File: src/sv/fcr_pkg.sv
// Shared constants, types and command-word tables for the framed command receiver.
`timescale 1ns / 1ps

package fcr_pkg;

   localparam int BUF_DEPTH_DEF = 128;

   localparam logic [7:0] CH_START = 8'h40;
   localparam logic [7:0] CH_CR    = 8'h0D;
   localparam logic [7:0] CH_LF    = 8'h0A;

   localparam int ON_LEN  = 6;
   localparam int OFF_LEN = 7;

   localparam logic [1:0] CMD_UNKNOWN = 2'd0;
   localparam logic [1:0] CMD_LED_ON  = 2'd1;
   localparam logic [1:0] CMD_LED_OFF = 2'd2;

   localparam int RSP_DATA_W = 16;

   typedef enum logic [2:0] {
      PH_WAIT = 3'b001,
      PH_DATA = 3'b010,
      PH_TAIL = 3'b100
   } phase_type;

   typedef struct packed {
      logic       valid;
      logic [1:0] command;
      logic [7:0] payload_length;
      logic       overflowed;
   } result_type;

   function automatic logic [7:0] word_on_char(input logic [2:0] idx);
      logic [7:0] ch;
      case (idx)
         3'd0:    ch = 8'h4C; // L
         3'd1:    ch = 8'h45; // E
         3'd2:    ch = 8'h44; // D
         3'd3:    ch = 8'h5F; // _
         3'd4:    ch = 8'h4F; // O
         3'd5:    ch = 8'h4E; // N
         default: ch = 8'h00;
      endcase
      return ch;
   endfunction

   function automatic logic [7:0] word_off_char(input logic [2:0] idx);
      logic [7:0] ch;
      case (idx)
         3'd0:    ch = 8'h4C; // L
         3'd1:    ch = 8'h45; // E
         3'd2:    ch = 8'h44; // D
         3'd3:    ch = 8'h5F; // _
         3'd4:    ch = 8'h4F; // O
         3'd5:    ch = 8'h46; // F
         3'd6:    ch = 8'h46; // F
         default: ch = 8'h00;
      endcase
      return ch;
   endfunction

endpackage

File: src/sv/fcr_frame_tracker.sv
// Frame state machine with per-byte command match tracking.
`timescale 1ns / 1ps

module fcr_frame_tracker #(
   parameter int BUF_DEPTH = fcr_pkg::BUF_DEPTH_DEF
) (
   input  logic               clock,
   input  logic               reset,
   input  logic               byte_accept,
   input  logic [7:0]         rx_byte,
   output fcr_pkg::result_type result
);

   localparam int CNT_W = $clog2(BUF_DEPTH + 1);

   fcr_pkg::phase_type phase_ff, phase_in;
   logic [CNT_W-1:0]   fill_ff, fill_in;
   logic               overflow_ff, overflow_in;
   logic               on_ok_ff, on_ok_in;
   logic               off_ok_ff, off_ok_in;
   logic               zero_seen_ff, zero_seen_in;

   logic               pos_on;
   logic               pos_off;
   logic               len_on;
   logic               len_off;
   logic [2:0]         pos_idx;

   assign pos_idx = fill_ff[2:0];
   assign pos_on  = 32'(fill_ff) < fcr_pkg::ON_LEN;
   assign pos_off = 32'(fill_ff) < fcr_pkg::OFF_LEN;
   assign len_on  = 32'(fill_ff) == fcr_pkg::ON_LEN;
   assign len_off = 32'(fill_ff) == fcr_pkg::OFF_LEN;

   always_comb begin
      phase_in       = phase_ff;
      fill_in        = fill_ff;
      overflow_in    = overflow_ff;
      on_ok_in       = on_ok_ff;
      off_ok_in      = off_ok_ff;
      zero_seen_in   = zero_seen_ff;
      result         = '0;
      result.command = fcr_pkg::CMD_UNKNOWN;

      if (byte_accept) begin
         case (phase_ff)
            fcr_pkg::PH_DATA: begin
               if (rx_byte == fcr_pkg::CH_CR) begin
                  phase_in = fcr_pkg::PH_TAIL;
               end else if (32'(fill_ff) < BUF_DEPTH) begin
                  fill_in = fill_ff + CNT_W'(1);
                  // text ends at the first zero byte; later bytes leave the match alone
                  if (!zero_seen_ff) begin
                     if (rx_byte == 8'h00) begin
                        zero_seen_in = 1'b1;
                        on_ok_in     = on_ok_ff & len_on;
                        off_ok_in    = off_ok_ff & len_off;
                     end else begin
                        on_ok_in  = on_ok_ff & pos_on &
                                    (rx_byte == fcr_pkg::word_on_char(pos_idx));
                        off_ok_in = off_ok_ff & pos_off &
                                    (rx_byte == fcr_pkg::word_off_char(pos_idx));
                     end
                  end
               end else begin
                  overflow_in = 1'b1;
               end
            end
            fcr_pkg::PH_TAIL: begin
               if (rx_byte == fcr_pkg::CH_LF) begin
                  phase_in     = fcr_pkg::PH_WAIT;
                  result.valid = 1'b1;
                  if (on_ok_ff && (zero_seen_ff || len_on)) begin
                     result.command = fcr_pkg::CMD_LED_ON;
                  end else if (off_ok_ff && (zero_seen_ff || len_off)) begin
                     result.command = fcr_pkg::CMD_LED_OFF;
                  end
                  result.payload_length = (32'(fill_ff) > 255) ? 8'hFF : 8'(fill_ff);
                  result.overflowed     = overflow_ff;
               end
            end
            default: begin
               phase_in = fcr_pkg::PH_WAIT;
               if (rx_byte == fcr_pkg::CH_START) begin
                  phase_in     = fcr_pkg::PH_DATA;
                  fill_in      = '0;
                  overflow_in  = 1'b0;
                  on_ok_in     = 1'b1;
                  off_ok_in    = 1'b1;
                  zero_seen_in = 1'b0;
               end
            end
         endcase
      end
   end

   always_ff @(posedge clock) begin
      if (reset) begin
         phase_ff     <= fcr_pkg::PH_WAIT;
         fill_ff      <= '0;
         overflow_ff  <= 1'b0;
         on_ok_ff     <= 1'b0;
         off_ok_ff    <= 1'b0;
         zero_seen_ff <= 1'b0;
      end else begin
         phase_ff     <= phase_in;
         fill_ff      <= fill_in;
         overflow_ff  <= overflow_in;
         on_ok_ff     <= on_ok_in;
         off_ok_ff    <= off_ok_in;
         zero_seen_ff <= zero_seen_in;
      end
   end

endmodule

File: src/sv/fcr_result_reg.sv
// Output register for result words with stream handshake.
`timescale 1ns / 1ps

module fcr_result_reg (
   input  logic                              clock,
   input  logic                              reset,
   input  fcr_pkg::result_type               result,
   output logic                              free,
   output logic                              rsp_tvalid,
   input  logic                              rsp_tready,
   output logic [fcr_pkg::RSP_DATA_W-1:0]    rsp_tdata
);

   logic       valid_ff, valid_in;
   logic [1:0] command_ff, command_in;
   logic [7:0] length_ff, length_in;
   logic       overflow_ff, overflow_in;

   // the register can take a new word when empty or when its word leaves now
   assign free = !valid_ff || rsp_tready;

   always_comb begin
      valid_in    = valid_ff;
      command_in  = command_ff;
      length_in   = length_ff;
      overflow_in = overflow_ff;
      if (free) begin
         valid_in    = result.valid;
         command_in  = result.command;
         length_in   = result.payload_length;
         overflow_in = result.overflowed;
      end
   end

   always_ff @(posedge clock) begin
      if (reset) begin
         valid_ff <= 1'b0;
      end else begin
         valid_ff <= valid_in;
      end
   end

   always_ff @(posedge clock) begin
      command_ff  <= command_in;
      length_ff   <= length_in;
      overflow_ff <= overflow_in;
   end

   assign rsp_tvalid = valid_ff;
   assign rsp_tdata  = {5'b0, overflow_ff, length_ff, command_ff};

endmodule

File: src/sv/framed_command_receiver.sv
// Top level: receives '@'-framed command bytes and reports command, length and overflow.
//
//   channel   dir   width  fields (low bit first)
//   req       in    8      rx_byte[7:0]
//   rsp       out   16     command[1:0], payload_length[9:2], overflowed[10], zero pad
//
// One byte is taken per cycle while req_tready is high; the frame state updates in the cycle the byte is taken.
// The result of a closing line feed is registered and is visible in rsp in the cycle after that byte is taken.
// req_tready is low only while a result waits in the output register and rsp_tready is low.
// Synchronous active-high reset returns the block to waiting for '@' with no result pending.
`timescale 1ns / 1ps

module framed_command_receiver #(
   parameter int BUF_DEPTH = fcr_pkg::BUF_DEPTH_DEF
) (
   input  logic                           clock,
   input  logic                           reset,
   input  logic                           req_tvalid,
   output logic                           req_tready,
   input  logic [7:0]                     req_tdata,  // rx_byte[7:0]
   output logic                           rsp_tvalid,
   input  logic                           rsp_tready,
   output logic [fcr_pkg::RSP_DATA_W-1:0] rsp_tdata   // command[1:0], payload_length[9:2],
                                                      // overflowed[10]
);

   fcr_pkg::result_type result;
   logic                free;

   assign req_tready = free;

   fcr_frame_tracker #(
      .BUF_DEPTH (BUF_DEPTH)
   ) u_tracker (
      .clock       (clock),
      .reset       (reset),
      .byte_accept (req_tvalid && free),
      .rx_byte     (req_tdata),
      .result      (result)
   );

   fcr_result_reg u_result (
      .clock      (clock),
      .reset      (reset),
      .result     (result),
      .free       (free),
      .rsp_tvalid (rsp_tvalid),
      .rsp_tready (rsp_tready),
      .rsp_tdata  (rsp_tdata)
   );

endmodule

File: config.mk
export PLATFORM = sky130hd
export DESIGN_NAME = framed_command_receiver
export DESIGN_NICKNAME = d
export VERILOG_FILES = /design/src/sv/fcr_pkg.sv /design/src/sv/fcr_frame_tracker.sv /design/src/sv/fcr_result_reg.sv /design/src/sv/framed_command_receiver.sv
export SDC_FILE = /design/constraint.sdc
export NUM_CORES = 1
export LEC_CHECK = 0
export ABC_AREA = 1
export ABC_CLOCK_PERIOD_IN_PS = 2900
export BUFFER_PORTS_ARGS = -buffer_cell sky130_fd_sc_hd__clkbuf_2
export CAP_MARGIN = 30
export CORE_MARGIN = 2
export CORE_UTILIZATION = 45
export CTS_CLUSTER_SIZE = 8
export DETAILED_ROUTE_END_ITERATION = 10
export HOLD_SLACK_MARGIN = 0.1
export PLACE_DENSITY_LB_ADDON = 0.12
export SLEW_MARGIN = 20
export SYNTH_ARGS = -nofsm -noshare
export SYNTH_HDL_FRONTEND = slang
export SYNTH_SLANG_ARGS = --single-unit
File: constraint.sdc
create_clock -name clock -period 2.9 [get_ports clock]
set_input_delay 0.435 -clock clock [delete_from_list [all_inputs] [get_ports clock]]
set_output_delay 0.435 -clock clock [all_outputs]
set_load 0.1 [all_outputs]
* Yosys cells after proc, flatten, opt, wreduce, memory -nomap -nowiden
Cells that the tools add are included.
** Storage, ports and cells
- Register bits :: 27
- Bits in latches :: 0
- Memory bits (writable) :: 0
- ROM bits :: 0
- Input bits :: 12
- Output and inout bits :: 18
- Word-level logic and storage cells :: 109
- Memories kept :: 0
** Operators by class
- $add $sub $neg :: 1
- Multipliers :: 0
- Div/mod/pow operators :: 0
- $lt $le $gt $ge :: 3
- Eq/ne operators :: 21
- Shift operators :: 0
- Multiplexer cells :: 47
- Bitwise gates (word level) :: 9
- Reductions and logical operators :: 17
** Operator list (number)
- 8-bit two-way mux :: 15
- 7-bit case mux with 6 select lines :: 2
- 12-bit two-way mux :: 3
- 8-bit by 3-bit equality test with 1-bit output (second input constant) :: 2
- 8-bit by 4-bit equality test with 1-bit output (second input constant) :: 2
- 8-bit equality test :: 2
- 8-bit by 3-bit less-than comparator with 1-bit output (second input constant) :: 2
- 1-bit two-way mux :: 16
- 8-bit case mux with 2 select lines :: 1
- 3-bit equality test (second input constant) :: 4
- 5-bit AND reduction :: 2
- 3-bit by 2-bit equality test with 1-bit output (second input constant) :: 3
- 8-bit by 1-bit adder with 8-bit output (second input constant) :: 1
- 8-bit by 7-bit equality test with 1-bit output (second input constant) :: 1
- 8-bit logical NOT :: 1
- 8-bit less-than comparator (second input constant) :: 1
- 1-bit case mux with 2 select lines :: 4
- 1-bit bitwise AND :: 6
- 2-bit two-way mux :: 3
- 3-bit two-way mux :: 2
- 2-bit by 1-bit inequality test with 1-bit output (second input constant) :: 3
- 2-bit inequality test (second input constant) :: 3
- 3-bit case mux with 2 select lines :: 1
- 3-bit AND reduction :: 2
- other kinds (10) :: 16

* Depth between registers and ports, before layout
Gate-level depths: netlist of the first run.
- Depth in word-level cells :: 16
- Mapped depth :: 13
- Mapped depth without buffers :: 12

* Modules after synthesis
From an unflattened synthesis of the first run, not the netlist that was laid out.
** Unflattened totals
- Cell total of the unflattened synthesis :: 257
- Area total of the unflattened synthesis :: 1760.4 µm²
** Modules (own cells, without submodules)
- fcr_frame_tracker :: instances 1, cells each 232, area an instance 1331.3 µm², seq. area each 300.3 µm²
- fcr_result_reg :: instances 1, cells each 23, area an instance 421.7 µm², seq. area each 350.3 µm²
- framed_command_receiver :: instances 1, cells each 2, area an instance 7.5 µm², seq. area each 0.0 µm²

* Worst setup path after synthesis of the first run
Ideal clock, no wire load.
- Path kind :: register -> register
- From :: register u_result.valid_ff, in the netlist u_result.rsp_tvalid
- To :: register u_result.command_ff[0] (data pin)
- Library setup time :: 0.257 ns
- Arrival time :: 2.948 ns
- Required time :: 2.643 ns
- Setup slack :: -0.304 ns
- Stages on the path, launching flop included :: 7
- Path buffers :: 1
- Period minus slack after synthesis :: 3.204 ns
- Cells stage by stage :: dfxtp_1 > nand2_1 > nand2_1 > inv_1 > nand4_1 > buf_2 > nor2_1
** Between the ends
- Longest elaborated chain between the ends :: 4
** RTL lines
- from (decl) :: line fcr_result_reg.sv:14 : logic valid_ff, valid_in;
- from (signal assigned) :: line fcr_result_reg.sv:39 : valid_ff <= valid_in;
- 1-bit logical NOT :: line fcr_result_reg.sv:20 : assign free = !valid_ff || rsp_tready;
- 1-bit logical OR :: line fcr_result_reg.sv:20
- net req_tready :: line framed_command_receiver.sv:19 : output logic req_tready,
- 1-bit logical AND :: line framed_command_receiver.sv:37 : .byte_accept (req_tvalid && free),
- 3-bit AND reduction (no source line)
- to (signal assigned) :: line fcr_result_reg.sv:44 : command_ff <= command_in;
- to (decl) :: line fcr_result_reg.sv:15 : logic [1:0] command_ff, command_in;
The timed path passes the listed nets, and every way through them passes these cells.
A chain may end at the register's enable or synchronous reset.

* Worst setup path after layout of the first run
- From :: register u_tracker.fill_ff[1]
- To :: register u_tracker.on_ok_ff
** Between the ends
- Longest elaborated chain between the ends :: 15
- Elaborated cells between the ends (all ways) :: 27
- Those cells by class :: order compare (2); eq/ne (8); mux (12); bitwise (3); reduce/logical (2)
** RTL lines
- from (decl) :: line fcr_frame_tracker.sv:17 : logic [CNT_W-1:0] fill_ff, fill_in;
- from (signal assigned) :: line fcr_frame_tracker.sv:107 : fill_ff <= fill_in;
- 3-bit equality test, or another cell as far along :: line fcr_pkg.sv:36 : case (idx)
- 7-bit case mux with 6 select lines :: line fcr_pkg.sv:36
- 8-bit two-way mux :: line fcr_frame_tracker.sv:54 : if (rx_byte == 8'h00) begin
- 8-bit two-way mux :: line fcr_frame_tracker.sv:53 : if (!zero_seen_ff) begin
- 8-bit two-way mux :: line fcr_frame_tracker.sv:50 : end else if (32'(fill_ff) < BUF_DEPTH) begin
- 8-bit two-way mux :: line fcr_frame_tracker.sv:48 : if (rx_byte == fcr_pkg::CH_CR) begin
- 8-bit two-way mux :: line fcr_frame_tracker.sv:46 : case (phase_ff)
- 8-bit two-way mux :: line fcr_frame_tracker.sv:45 : if (byte_accept) begin
- 8-bit equality test :: line fcr_frame_tracker.sv:60 : (rx_byte == fcr_pkg::word_on_char(pos_idx));
- 1-bit bitwise AND :: line fcr_frame_tracker.sv:59 : on_ok_in = on_ok_ff & pos_on &
- 1-bit two-way mux :: line fcr_frame_tracker.sv:54
- 1-bit two-way mux :: line fcr_frame_tracker.sv:53
- 1-bit two-way mux :: line fcr_frame_tracker.sv:50
- 1-bit two-way mux :: line fcr_frame_tracker.sv:48
- 1-bit case mux with 2 select lines :: line fcr_frame_tracker.sv:46
- to (signal assigned) :: line fcr_frame_tracker.sv:109 : on_ok_ff <= on_ok_in;
- to (decl) :: line fcr_frame_tracker.sv:19 : logic on_ok_ff, on_ok_in;
Parallel ways exist; a longest one is shown, timed or not. The select of a mux whose other input is x is not followed.

==> metrics.cfg, run 1 <==
[critical_path]
r2r_end=u_tracker.on_ok_ff$_SDFFE_PP0P_
start_kind=flop
reg2reg_slack_ns=1.09
cp-end-kind=flop
setup.worst_path.class=flop to flop
r2r_start=u_tracker.fill_ff[1]$_SDFFE_PP0P_
critPathRequiredTime_ns=3.11
crit_fanout=7
crit_arrival_ns=2.02
reg2reg_depth=12

[global_routing]
grt_first_pass_wirelength_mm=6.196
grt_usage_pct=18.45
grt_max_degree=17
grt_pass1_vias=1389
grt.overflow.total=0
antenna_found_initial=0

[synth]
yosysSeqAreaShare_pct=36.78
synth_area_um2=1769
ys_ff_latch=27
synth.largest_area_cell=edfxtp_1
yosysWarningCount=0
syn_avg_cell_area_um2=6.857
synth_area_leaders=edfxtp_1 19%, dfxtp_1 18%, nand2_1 15%
synth_cells=258
synth_top_cell_area_share_pct=18.67
ys_types=27

[cts]
clock_latency_ns=0.28
cts.sinks=27
hold_buffers=0
cts_buffer_depth=2
cts_tree=done
cts_root_buffer=clkbuf_8
cts.clk_slew.worst_paths_ns=0.09
cts_setup_buffers=0
cts_buffers=3
cts-resized-gates=0
h-tree-depth=1

[place]
portBuffers=24
dp_hpwl_mm=3.090
gp_congestion=0.8822

[routing]
routed_wl_mm=3.842
wl_per_cell_um=11.68
drt_iter0_drc=120
drtAntennaViolNets=0
drtPass1Iterations=4
drc=0
vias=1635
via_per_inst=4.970

[hold_path]
min_path_type=input port to flop
worstHoldEndpoint=u_tracker.fill_ff[7]$_SDFFE_PP0P_
min_from=reset
hold_path_depth=2

[timing]
timing.hold.ws_ns=0.4864
finalHoldViolations=0
setup_tns_ns=0
period_needed_ns=1.810
finClkSkew_ns=0.006127
max_freq_mhz=552.6
worst_pin_slew_ns=0.5288
finalSetupViolations=0
grt_setup_unrepaired=no
slew_headroom_pct=64.48
finalCritPeriodShare_pct=62.40
final_max_slew_viol_count=0

[power_and_ir_drop]
power_leakage_nw=0.8783
peakVddDrop_mv=0.2609
power_per_cell_area_nw_per_um2=350.5

[cells_and_area]
drive_above_1_share_pct=15.30
area_growth_syn_to_layout_pct=10.61
n_antenna_cell=0
multi_input_area_um2=933.4
regArea_um2=650.6
final.fill_count=382
final_nets=299

[outcome]
status=finished, final reports clean

[flow_run]
cap_violations=0

[floorplan]
rows=22
ios=30
core-area_um2=3716
fp.dieW_um=66.70
fp.dieArea_um2=4449
initial_core_util_pct=47.61
fp.dieH_um=66.70

[placed cells by master (no fill, tap or decap), types with 3 or more instances in the layout]
master,count
xor2_1,4
ha_1,5
clkbuf_2,24
nand2_2,3
inv_1,33
dfxtp_1,16
edfxtp_1,11
o21ai_0,5
clkbuf_8,3
nand4_1,4
nand2_1,72
a21oi_1,18
inv_2,3
nor2_1,36
conb_1,5
nand3_1,19
nor3_1,7
[per-stage QoR]
step / setup slack [ns] / cells / util (%) / instance area [µm²] / power [mW]
6_report: 1.090 / 329 / 52.66 / 1957 / 0.6858
5_1_grt: 0.8175 / 329 / 52.66 / 1957 / 0.7123
4_1_cts: 1.077 / 329 / 52.66 / 1957 / 0.6919
3_5_place_dp: 0.9266 / 325 / 51.35 / 1908 / 0.4769
3_3_place_gp: 0.9545 / 325 / 51.35 / 1908 / 0.4767
2_1_floorplan: 0.1493 / 262 / - / 1787 / 0.4640
[critical path, cell delays in order (launching register included)]
cell and delay [ns]:
dfxtp_1 0.40, ha_1 0.32, ha_1 0.22, inv_1 0.08, nand2_1 0.06, nand2_1 0.05
nor2_1 0.15, nand2_1 0.07, nor2_1 0.09, nand3_1 0.07, nand2_1 0.07, nand2_1 0.05
a21oi_1 0.11
[sequential cells by signal, indices dropped and copies added (netlist names)]
name and flops:
u_tracker.phase_ff 3, u_tracker.off_ok_ff 1, u_tracker.fill_ff 8, u_tracker.on_ok_ff 1, u_tracker.zero_seen_ff 1, u_result.length_ff 8
u_result.rsp_tvalid 1, u_result.command_ff 2, u_result.overflow_ff 1, u_tracker.overflow_ff 1
[layer usage]
| layer | global-route usage [%] | vias up | part of all wire [%] |
|---|---|---|---|
| li1 | - | 852 | - |
| met1 | 25.45 | 736 | 49 |
| met2 | 30.00 | 42 | 45 |
| met3 | 3.041 | 5 | 4.8 |
| met4 | 4.592 | 0 | 1.0 |
| met5 | 0 | - | 0 |
[cell usage after synthesis]
cell type and instances:
buf_2 2, xor2_1 4, nand3_1 19, dfxtp_1 16
a21oi_2 1, conb_1 1, inv_2 3, nor2_2 2
nand2_1 73, nand2_2 2, buf_4 6, nor3b_1 1
inv_1 33, edfxtp_1 11, nor2_8 2, o21ai_0 5
a21oi_1 18, nand4_1 4, ha_1 5, nor2_1 36
o211ai_1 1, clkbuf_1 1, nand3b_1 1, nor3_4 1
nor3_1 7, nand2_4 2, inv_6 1
[area by class of cell]
cell class	count	area share, %
flip-flops and latches	27	33.25
inverters	37	7.353
clock buffers	3	2.110
clock inverters	1	0.3836
multi-input cells	189	47.70
repair buffers	24	6.138
well taps	48	3.069
[cell families after synthesis]
group / count (synthesis) / synth area share (%)
other cells: 1 / 0.2120
buf+inv: 46 / 11.46
compound gates: 25 / 7.426
fa+ha+maj: 5 / 3.536
flops: 27 / 36.78
simple gates: 150 / 38.61
xor+xnor: 4 / 1.980
[power breakdown]
group	internal (mW)	switching (mW)	leakage, nW
Clock	0.0976	0.120	0.0217
Sequential	0.393	0.00229	0.265
Combinational	0.0161	0.0571	0.592
Total	0.507	0.179	0.878
[worst max path at each step]
stage	startpoint	to	slack, ns	cells after the start
floorplan	u_result.rsp_tvalid$_SDFFE_PP0N_	u_result.command_ff[0]$_SDFFCE_PN0N_	0.15	6
global placement	rsp_tready	u_result.command_ff[1]$_SDFFCE_PP0N_	0.95	7
detailed placement	rsp_tready	u_result.command_ff[1]$_SDFFCE_PP0N_	0.93	7
CTS	u_tracker.fill_ff[1]$_SDFFE_PP0P_	u_tracker.on_ok_ff$_SDFFE_PP0P_	1.08	12
global route	u_tracker.fill_ff[0]$_SDFFE_PP0P_	u_tracker.off_ok_ff$_SDFFE_PP0P_	0.82	12
finish	u_tracker.fill_ff[1]$_SDFFE_PP0P_	u_tracker.on_ok_ff$_SDFFE_PP0P_	1.09	12
Power figures use the tool's default switching activity.
==> inputs of run 2 (changes only) <==
Settings changed: ABC_AREA 1 to 0, ABC_CLOCK_PERIOD_IN_PS 2900 to 1500.
Clock period 2.9 ns to 1.5 ns, I/O delays scaled along.
==> metrics.cfg, run 2 <==
[synth]
yosysWarningCount=0  ; unchanged
synth_area_leaders=edfxtp_1 20%, dfxtp_1 20%, nor2_1 5.1%  ; was edfxtp_1 19%, dfxtp_1 18%, nand2_1 15%
synth_edf_count=11  ; unchanged
synth_area_um2=1617  ; was 1769 µm²
synth.top_cells.by_count=22 x nor2_1, 16 x dfxtp_1, 13 x a21oi_1, 11 x edfxtp_1  ; was 73 x nand2_1, 36 x nor2_1, 33 x inv_1, 19 x nand3_1, 18 x a21oi_1
synth_cells=177  ; was 258
ys_types=51  ; was 27
yosysMostFrequentCell=nor2_1  ; was nand2_1
yosysSeqAreaShare_pct=40.25  ; was 36.78%
synthFlopType=dfxtp_1  ; unchanged
syn_avg_cell_area_um2=9.133  ; was 6.857 µm²
synth.largest_area_cell=edfxtp_1  ; unchanged
synth_top_cell_area_share_pct=20.43  ; was 18.67%
ys_ff_latch=27  ; unchanged
synthArstFlopShare_pct=0  ; unchanged

[routing]
wl_per_cell_um=16.10  ; was 11.68 µm
drc=0  ; unchanged
vias=1723  ; was 1635
routed_wl_mm=4.911  ; was 3.842 mm
drtPass1Iterations=4  ; unchanged
drt_iter0_drc=105  ; was 120
via_per_inst=5.649  ; was 4.970
drtAntennaViolNets=0  ; unchanged

[critical_path]
crit_fanout=2  ; was 7
critPathRequiredTime_ns=1.76  ; was 3.11 ns
setup.worst_path.class=flop to flop  ; unchanged
r2r_end=u_tracker.off_ok_ff$_SDFFE_PP0P_  ; was u_tracker.on_ok_ff$_SDFFE_PP0P_
crit_arrival_ns=2.03  ; was 2.02 ns
slowest_stage=or4_4  ; was dfxtp_1
crit_buf_inv=1  ; unchanged
r2r_start=u_tracker.fill_ff[4]$_SDFFE_PP0P_  ; was u_tracker.fill_ff[1]$_SDFFE_PP0P_
start_kind=flop  ; unchanged
reg2reg_slack_ns=-0.28  ; was 1.09 ns
max_stage_delay_ns=0.55  ; was 0.40 ns
crit_chain=or4_4, nor2_4, buf_6, and4_4, nand4_1, a311oi_2  ; was ha_1, ha_1, inv_1, nand2_1, nand2_1, nor2_1, nand2_1, nor2_1, nand3_1, nand2_1, nand2_1, a21oi_1
cp-end-kind=flop  ; unchanged
reg2reg_depth=6  ; was 12
cp_top_family=simple AND/OR/NAND/NOR gates  ; unchanged

[global_routing]
antenna_found_initial=0  ; unchanged
grt_usage_pct=24.78  ; was 18.45%
grt_max_degree=15  ; was 17
grt_pass1_vias=1698  ; was 1389
grt.overflow.total=0  ; unchanged
grt_first_pass_wirelength_mm=7.921  ; was 6.196 mm

[cells_and_area]
final_common_cell=buf_4  ; was nand2_1
regArea_um2=674.4  ; was 650.6 µm²
reg_top3=u_result.length_ff: 8 flops, u_tracker.fill_ff: 8 flops, u_tracker.phase_ff: 3 flops  ; unchanged
final_cell_area_um2=2615  ; was 1957 µm²
drive_above_1_share_pct=58.30  ; was 15.30%
fin_cells=305  ; was 329
multi_input_area_um2=1180  ; was 933.4 µm²
final_cell_mix=47 x buf_4, 21 x clkbuf_2, 15 x buf_6  ; was 72 x nand2_1, 36 x nor2_1, 33 x inv_1
final.fill_count=206  ; was 382
area_growth_syn_to_layout_pct=61.76  ; was 10.61%
final_nets=277  ; was 299
fin_util_pct=77.15  ; was 52.66%
n_antenna_cell=0  ; unchanged

[cts]
cts.clk_slew.worst_paths_ns=0.15  ; was 0.09 ns
clock_latency_ns=0.35  ; was 0.28 ns
hold_buffers=0  ; unchanged
cts.sinks=27  ; unchanged
h-tree-depth=1  ; unchanged
cts_buffers=3  ; unchanged
cts_buffer_depth=2  ; unchanged
cts_tree=done  ; unchanged
cts_root_buffer=clkbuf_4  ; was clkbuf_8

[hold_path]
worstHoldEndpoint=u_tracker.overflow_ff$_SDFFE_PP0P_  ; was u_tracker.fill_ff[7]$_SDFFE_PP0P_
hold_path_depth=3  ; was 2
min_path_type=input port to flop  ; unchanged
min_from=reset  ; unchanged

[power_and_ir_drop]
power_leakage_nw=1.015  ; was 0.8783 nW
power_per_cell_area_nw_per_um2=480.3  ; was 350.5 nW/µm²
peakVddDrop_mv=0.3761  ; was 0.2609 mV

[floorplan]
rows=21  ; was 22
fp.dieW_um=63.94  ; was 66.70 µm
fp.dieH_um=63.94  ; was 66.70 µm
initial_core_util_pct=47.69  ; was 47.61%
core-area_um2=3390  ; was 3716 µm²
ios=30  ; unchanged
fp.dieArea_um2=4088  ; was 4449 µm²

[outcome]
status=finished with violations  ; was finished, final reports clean
violations=negative setup slack

[place]
dpl_cell_area_um2=2205  ; was 1908 µm²
post-place-cells=290  ; was 325
place_ws_ns=-0.3793  ; was 0.9266 ns
portBuffers=24  ; unchanged
dp_hpwl_mm=3.301  ; was 3.090 mm
gp_congestion=0.8792  ; was 0.8822

[timing]
fin_ws_ns=-0.2791  ; was 1.090 ns
grt_setup_unrepaired=yes  ; was no
period_needed_ns=1.779  ; was 1.810 ns
finalCritPeriodShare_pct=118.6  ; was 62.40%
worst_pin_slew_ns=0.5399  ; was 0.5288 ns
finalSetupViolations=20  ; was 0
max_freq_mhz=562.1  ; was 552.6 MHz
finClkSkew_ns=0.01833  ; was 0.006127 ns
slew_headroom_pct=64.16  ; was 64.48%
setup_tns_ns=-2.327  ; was 0 ns
finalHoldViolations=0  ; unchanged
final_max_slew_viol_count=0  ; unchanged

[flow_run]
cap_violations=0  ; unchanged

[run 2: cell types whose count changed after synthesis, moves of 5 or more]
cell / change
a21oi_1: -5
inv_1: -25
nand3_1: -13
nor2_1: -14
nand2_1: -65
and2_1: +6
[run 2: metrics by stage]
step                      power (mW)  hold WS, ns
after floorplan               0.8755       0.4017
after global placement        0.9270       0.4471
after detailed placement      0.9295       0.4608
after CTS                      1.243       0.2140
after global routing           1.296       0.2305
final                          1.256       0.2166
[run 2: how the worst max path moves through the flow]
stage	to	cells after the start	slack (ns)	from
6_report	u_tracker.off_ok_ff$_SDFFE_PP0P_	6	-0.28	u_tracker.fill_ff[4]$_SDFFE_PP0P_
5_1_grt	u_tracker.off_ok_ff$_SDFFE_PP0P_	7	-0.38	u_tracker.fill_ff[0]$_SDFFE_PP0P_
4_1_cts	u_tracker.off_ok_ff$_SDFFE_PP0P_	6	-0.25	u_tracker.fill_ff[4]$_SDFFE_PP0P_
3_5_place_dp	u_result.command_ff[1]$_SDFFCE_PP0N_	6	-0.38	req_tdata[6]
3_3_place_gp	u_result.command_ff[1]$_SDFFCE_PP0N_	6	-0.34	req_tdata[6]
2_1_floorplan	u_tracker.fill_ff[6]$_SDFFE_PP0P_	5	-0.35	u_result.rsp_tvalid$_SDFFE_PP0N_
[run 2: logic make-up (layout without fill, tap and decap cells)]
logic type | Yosys count | count (layout) | synth area share, %
AND/OR/NAND/NOR | 82 | 82 | 30.50
AO/OA/AOI/OAI | 38 | 38 | 15.40
flip-flops | 27 | 27 | 40.25
buffers and inverters | 18 | 96 | 6.270
adder cells (fa/ha/maj) | 5 | 5 | 3.870
XOR/XNOR | 4 | 4 | 2.168
multiplexers | 2 | 2 | 1.316
other | 1 | 5 | 0.2320
[run 2: where the power goes]
part	total [mW]	internal (mW)	switching, mW	leakage (nW)
Sequential	0.749	0.748	0.000265	0.270
Clock	0.327	0.105	0.222	0.0150
Combinational	0.180	0.0605	0.120	0.730
Total	1.26	0.914	0.342	1.01
[run 2: worst min-delay path: cells and delay by family]
family                 cells  cell delay, ns
buffers and inverters      1            0.11
AND/OR/NAND/NOR            1            0.04
AO/OA/AOI/OAI              1            0.15
[run 2: timing repair]
item                       4_1_cts  5_1_grt
setup endpoints to repair       17       24
pin swaps                       21       14
resized for setup               39       40
hold endpoints to repair         0        0
setup buffers                    9        3
[run 2: layer usage]
layer / track usage, % / share of wire (%) / vias up
li1: - / - / 807
met1: 30.38 / 42 / 825
met2: 40.63 / 50 / 74
met3: 4.049 / 5.0 / 17
met4: 14.95 / 2.9 / 0
met5: 0 / 0 / -
[run 2: layout make-up]
type,count,area share [%]
multi-input cells,136,45.12
flip-flops and latches,27,25.79
repair buffers,84,24.74
well taps,46,2.201
inverters,8,1.148
clock buffers,4,1.005
